==> src/rtl/dbwt_pkg.sv <==
// Package for the direction bin weighted tally unit.
// Holds payload structs, mode codes, sizing constants and the queue entry type.
// No dependencies.
package dbwt_pkg;

  localparam int MAX_OBSERVERS = 256;
  localparam int MAX_GROUPS    = 16;
  localparam int OBS_W         = $clog2(MAX_OBSERVERS);
  localparam int GRP_W         = $clog2(MAX_GROUPS);
  localparam int CELL_W        = OBS_W + GRP_W;
  localparam int BND_DEPTH     = MAX_GROUPS + 1;
  localparam int BND_W         = $clog2(BND_DEPTH);
  localparam int GCNT_W        = $clog2(BND_DEPTH + 1);
  localparam int OCNT_W        = OBS_W + 1;
  localparam int QDEPTH        = 2;

  localparam logic signed [47:0] E_MAX = 48'sh7FFF_FFFF_FFFF;
  localparam logic signed [47:0] E_MIN = 48'sh8000_0000_0000;

  typedef enum logic [1:0] {
    MODE_LOAD_DIR = 2'd0,
    MODE_LOAD_BND = 2'd1,
    MODE_CROSS    = 2'd2,
    MODE_READ     = 2'd3
  } mode_t;

  typedef enum logic [2:0] {
    CFG_CENTER_X  = 3'd0,
    CFG_CENTER_Y  = 3'd1,
    CFG_CENTER_Z  = 3'd2,
    CFG_OBSERVERS = 3'd3,
    CFG_GROUPS    = 3'd4
  } cfg_idx_t;

  typedef struct packed {
    logic [1:0]         mode;
    logic [7:0]         index;
    logic [3:0]         group_sel;
    logic signed [31:0] vec_x;
    logic signed [31:0] vec_y;
    logic signed [31:0] vec_z;
    logic signed [31:0] weight;
    logic [31:0]        frequency;
  } in_item_t;

  typedef struct packed {
    logic [7:0]         bin;
    logic [3:0]         group_index;
    logic signed [47:0] bin_energy;
    logic [31:0]        bin_hits;
    logic signed [47:0] grp_energy;
    logic [31:0]        group_hits;
    logic               skipped;
  } out_item_t;

  // classified item passed from front to back
  typedef struct packed {
    mode_t              mode;
    logic [7:0]         index;
    logic [3:0]         group_sel;
    logic signed [32:0] off_x;
    logic signed [32:0] off_y;
    logic signed [32:0] off_z;
    logic signed [31:0] weight;
    logic [31:0]        frequency;
    logic               skip;
  } work_t;

  typedef enum logic [3:0] {
    ST_IDLE,
    ST_SCAN,
    ST_SCAN_LAST,
    ST_PICK,
    ST_GRP,
    ST_RD,
    ST_RD2,
    ST_UPD,
    ST_OUT
  } bk_state_t;

endpackage

==> src/rtl/dbwt_front.sv <==
// Front end: accepts transactions, subtracts the center, flags skipped crossings.
// Depends on dbwt_pkg.
module dbwt_front import dbwt_pkg::*; (
  input  logic               clk,
  input  logic               rst_n,
  input  logic               in_valid,
  output logic               in_ready,
  input  in_item_t           in_data,
  input  logic signed [31:0] center_x,
  input  logic signed [31:0] center_y,
  input  logic signed [31:0] center_z,
  output logic               q_valid,
  input  logic               q_ready,
  output work_t              q_data
);

  work_t                   mem_r [QDEPTH];
  logic [$clog2(QDEPTH):0] cnt_r, cnt_nxt;
  logic [$clog2(QDEPTH)-1:0] wp_r, rp_r;
  work_t                   w;
  logic                    push, pop;

  always_comb begin
    w.mode      = mode_t'(in_data.mode);
    w.index     = in_data.index;
    w.group_sel = in_data.group_sel;
    w.off_x     = 33'(in_data.vec_x) - 33'(center_x);
    w.off_y     = 33'(in_data.vec_y) - 33'(center_y);
    w.off_z     = 33'(in_data.vec_z) - 33'(center_z);
    w.weight    = in_data.weight;
    w.frequency = in_data.frequency;
    w.skip      = (in_data.mode == MODE_CROSS) && (in_data.weight == 32'sd0);
  end

  assign in_ready = (cnt_r != ($clog2(QDEPTH)+1)'(QDEPTH));
  assign push     = in_valid && in_ready;
  assign q_valid  = (cnt_r != '0);
  assign pop      = q_valid && q_ready;
  assign q_data   = mem_r[rp_r];
  assign cnt_nxt  = cnt_r + ($clog2(QDEPTH)+1)'(push) - ($clog2(QDEPTH)+1)'(pop);

  always_ff @(posedge clk) begin
    if (!rst_n) begin
      cnt_r <= '0;
      wp_r  <= '0;
      rp_r  <= '0;
    end else begin
      cnt_r <= cnt_nxt;
      if (push) wp_r <= wp_r + 1'b1;
      if (pop)  rp_r <= rp_r + 1'b1;
    end
  end

  always_ff @(posedge clk) begin
    if (push) mem_r[wp_r] <= w;
  end

endmodule

==> config.mk <==
export PLATFORM = sky130hd
export DESIGN_NAME = dbwt_front
export DESIGN_NICKNAME = d
export VERILOG_FILES = /design/src/rtl/dbwt_pkg.sv /design/src/rtl/dbwt_front.sv
export SDC_FILE = /design/constraint.sdc
export NUM_CORES = 1
export LEC_CHECK = 0
export BUFFER_PORTS_ARGS = -buffer_cell sky130_fd_sc_hd__buf_2
export CAP_MARGIN = 25
export CORE_MARGIN = 1.5
export CORE_UTILIZATION = 40
export DETAILED_ROUTE_END_ITERATION = 12
export PLACE_DENSITY = 0.68
export SLEW_MARGIN = 20
export SYNTH_ARGS = -nofsm -noshare
export SYNTH_HDL_FRONTEND = slang
export SYNTH_SLANG_ARGS = --single-unit
==> constraint.sdc <==
create_clock -name clk -period 12.77 [get_ports clk]
set_input_delay 1.277 -clock clk [delete_from_list [all_inputs] [get_ports clk]]
set_output_delay 1.277 -clock clk [all_outputs]
set_load 0.02 [all_outputs]
## After elaboration in Yosys (flattened, before gate mapping)

Memory sizes are Yosys's and may differ from the RTL's. A register that Yosys moved wholly into a read port is not among the register bits.
Index checks and enable logic that the tools add are counted.

| word-level totals | value |
|---|---|
| register bits | 4 |
| RAM bits | 356 |
| bits of input ports | 274 |
| output and inout port bits | 180 |
| word-level logic and storage cells | 22 |
| memories | 1 |

| operators by class | value |
|---|---|
| add/sub/neg operators | 7 |
| equality and inequality tests | 2 |
| multiplexer cells | 4 |
| reduce and logical (&&, ||, !) cells | 5 |

Memories:

| memory | depth | width | read ports | clocked after memory_dff | wr ports | RTL line | text |
|---|---|---|---|---|---|---|---|
| mem_r | 2 | 178 | 1 | 1 | 1 | dbwt_front.sv:17 | `work_t mem_r [QDEPTH];` |

Operators by type and width:

| kind | count |
|---|---|
| 32-bit by 32-bit subtractor with 33-bit output | 3 |
| 32-bit zero test | 1 |
| 1-bit two-way mux | 4 |
| 1-bit logical AND | 3 |
| 1-bit adder, second input constant | 2 |
| 2-bit by 1-bit adder with 2-bit output | 1 |
| 2-bit == test, second input constant | 1 |
| 2-bit != test, second input constant | 1 |
| 2-bit nonzero test | 1 |
| 2-bit by 1-bit subtractor with 2-bit output | 1 |

## Longest topological paths before layout

| depth | value |
|---|---|
| word-level depth | 4 |
| mapped depth | 12 |
| depth with buffers taken out | 12 |

## Least setup slack after synthesis

OpenSTA, ideal clock, no wires.

| path | value |
|---|---|
| path type | input -> register |
| start point | input in_valid |
| end point | memory mem_r[0][0] (netlist bit), enable pin |
| library setup time | 0.720 ns |
| data arrival time | 8.770 ns |
| required time | 12.050 ns |
| slack | 3.280 ns |
| stages on the path | 2 |
| path buffers | 0 |
| cell sequence | nand2_1 nor2_1 |

| between the ends | value |
|---|---|
| word-level cells in the longest chain between the ends | 3 |

RTL lines:

| item | RTL line | text |
|---|---|---|
| start: declaration | dbwt_front.sv:6 | `input logic in_valid,` |
| 1-bit logical AND | dbwt_front.sv:36 | `assign push = in_valid && in_ready;` |
| 1-bit two-way mux | dbwt_front.sv:55 | `if (push) mem_r[wp_r] <= w;` |
| 1-bit two-way mux (implied by the code) | dbwt_front.sv:55 |  |
| end: declaration | dbwt_front.sv:17 |  |

No other way between the ends.

==> impl_metrics.toml <==
[cells_and_area]
areaGrowthSynthToFinish_pct = 22.7
layout.nets = 2204
n_fill_cell = 4016
drive_gt1_frac = 0.384
fin_cells = 2462

[timing]
rsz0062_at_grt = "no"
max_freq_mhz = 241
slew_violations = 0
min_period_ns = 4.16
max-slew-margin-rel = 0.376
finClkSkew_ns = 0.0156
report.final.hold_viol_count = 0
tightest_slew_ns = 0.937
fin_crit_sh = 0.325
timing.setup.tns_ns = 0
setup_viol = 0

[setup_path]
ff2ff_setup_slack_ns = 10.27
reg2reg_depth = 3
path_class = "flip-flop to primary output"
cp_num_buf_inv = 2
arrival_ns = 2.88
crit_chain = "buf_4 -> mux2_2 -> buf_2"
end_kind = "primary output"
rr_endpoint = "mem_r[1][157]"
reg2reg_from = "cnt_r[0]"
critical_path.slowest_cell = "dfxtp_4"
crit_end = "q_data[128]"
slowest_delay_ns = 0.85
path_max_fanout = 62
startpoint_type = "flip-flop"
path_depth = 3
crit_family = "buffers and inverters"
cp.required_ns = 11.49

[drt]
drtPass1Iterations = 5
drtIter0Drc = 689
drt_wl_total_mm = 44.8
drc = 0
antenna_left = 0
viasPerCell = 5.14
wl_per_cell_um = 18.2
num_vias = 12700

[yosys]
ys_async_sr_fraction = 0
syn_nets = 1739
synth_area_mm2 = 0.0183
ys.flop_type = "edfxtp_1"
syn_inst = 1364
synth.avg_cell_area_um2 = 13.4
synth_edf_count = 356
ys_warn_count = 0
yosysUniqueCellTypes = 70
seq_area_frac_synth = 0.589
ys_ff_latch = 361

[clock_network]
post_cts_buffers = 0
cts_made_buffers = 40
clk_pin_slew_ns = 0.06
clock-sinks = 361
ctsHtreeMaxLevel = 2
cts.repair.resized = 0
clk_latency_ns = 0.54
cts_tree = "yes"
cts_buffer_depth = 3
root_buffer = "clkbuf_16"
holdBufCountCts = 0

[run_status]
outcome = "complete, no violations"

[floorplan]
rows = 78
coreArea_mm2 = 0.0453
start_util = 0.404
die-width_um = 217
ioPinCount = 454
dieArea_mm2 = 0.0471
die_y_um = 217

[hold_path]
hold_path_class = "flip-flop to flip-flop"

[global_routing]
antenna_found_initial = 4
grt_max_degree = 149
grt_overflow_total = 0
grt_pass1_vias = 12600
grt_pass1_wl_mm = 68.1
track_usage = 0.185

[power_and_ir_drop]
p_leak_nw = 9.31
p_per_area_mw_per_mm2 = 172
ir_drop_v = 0.000106

[place]
dpl.hpwl_mm = 33.0
port_buffers = 453
place_inst = 2386
routabilityCongestion = 0.898

[job]
drv_cap = 0
## tightest hold or removal path, cell delays in order (launching register included)
cell and delay, ns:
dfxtp_1 0.32, xnor2_1 0.14, nor2b_1 0.05
## sequential cells by signal, indices dropped and copies added, names as in the netlist, named ones only
name and flops:
mem_r 356, cnt_r 2, rp_r 1, wp_r 1
## per-layer routing
metal / track usage / up-vias / share of wire
li1: - / 6027 / -
met1: 0.228 / 6078 / 0.41
met2: 0.320 / 483 / 0.49
met3: 0.0460 / 62 / 0.077
met4: 0.0549 / 0 / 0.023
met5: 0 / - / 0
## where the power goes
part / internal, mW / total [mW] / switching, mW
logic: 0.475 / 1.22 / 0.748
registers: 1.53 / 1.58 / 0.0552
clock network: 0.602 / 1.05 / 0.449
## per-stage QoR
step | hold slack, ns | total power [mW] | setup WS, ns | util | instance area [µm²]
2_1_floorplan | 0.504 | 2.45 | 3.28 | - | 18300
3_3_place_gp | 0.517 | 2.82 | 8.62 | 0.469 | 21200
3_5_place_dp | 0.523 | 2.84 | 8.55 | 0.469 | 21200
4_1_cts | 0.543 | 3.90 | 8.44 | 0.495 | 22400
5_1_grt | 0.574 | 4.04 | 8.41 | 0.496 | 22500
6_report | 0.542 | 3.86 | 8.61 | 0.496 | 22500
## layout by cell type, fill, tap and decap left out, types with 7 or more instances in the layout
cell type / synthesis / routed
nand3_1: 21 / 21
edfxtp_1: 356 / 356
nand4_1: 10 / 10
o2111ai_1: 7 / 7
ha_1: 98 / 98
buf_2: 2 / 453
inv_1: 126 / 126
o21a_1: 11 / 11
clkbuf_16: 0 / 42
mux2_2: 178 / 178
and3_1: 8 / 7
xnor2_1: 58 / 58
nand2b_1: 11 / 11
clkbuf_1: 29 / 11
o21bai_1: 9 / 9
nor2b_1: 15 / 15
nor2_1: 41 / 40
a31oi_1: 11 / 11
xor2_1: 32 / 32
nand2_1: 58 / 58
o21ai_0: 44 / 44
clkinv_1: 0 / 7
nor4_1: 9 / 9
a21o_1: 46 / 46
a21oi_1: 84 / 84
## area by class of cell
class	instances	area [µm²]	area share
clock inverter	17	98.8	0.00440
multi-input combinational	841	6910	0.307
inverter	126	473	0.0210
timing repair buffer	459	2340	0.104
clock buffer	53	1090	0.0486
tap	600	751	0.0334
sequential	361	10800	0.480
antenna	5	12.5	0.000557
## cell usage after synthesis (10+ instances only)
cell        n  share of area
inv_1     126          0.026
nor2b_1    15         0.0051
nand2b_1   11         0.0038
nand2_1    58          0.012
xnor2_1    58          0.028
a21oi_1    84          0.023
mux2_2    178           0.11
a31oi_1    11         0.0038
nand4_1    10         0.0034
clkbuf_1   29         0.0059
o21a_1     11         0.0045
edfxtp_1  356           0.58
xor2_1     32          0.015
nand3_1    21         0.0057
ha_1       98          0.067
a21o_1     46          0.019
o21ai_0    44          0.012
nor2_1     41         0.0084
## logic make-up after synthesis
family,count (synthesis),synth area share
AO/OA/AOI/OAI,271,0.0986
AND/OR/NAND/NOR,200,0.0546
buffers and inverters,162,0.0344
flip-flops,361,0.589
adder cells (fa/ha/maj),101,0.0702
multiplexers,179,0.110
XOR/XNOR,90,0.0430
## worst min-delay path by stage
stage          startpoint        end  slack, ns  cells past startpoint
6_report             rp_r  flip-flop       0.54                      2
5_1_grt              rp_r       rp_r       0.57                      2
4_1_cts              rp_r  flip-flop       0.54                      2
3_5_place_dp         rp_r  flip-flop       0.52                      2
3_3_place_gp         rp_r  flip-flop       0.52                      2
2_1_floorplan        rp_r  flip-flop       0.50                      2
No activity file was read; power rests on OpenSTA's default activity.
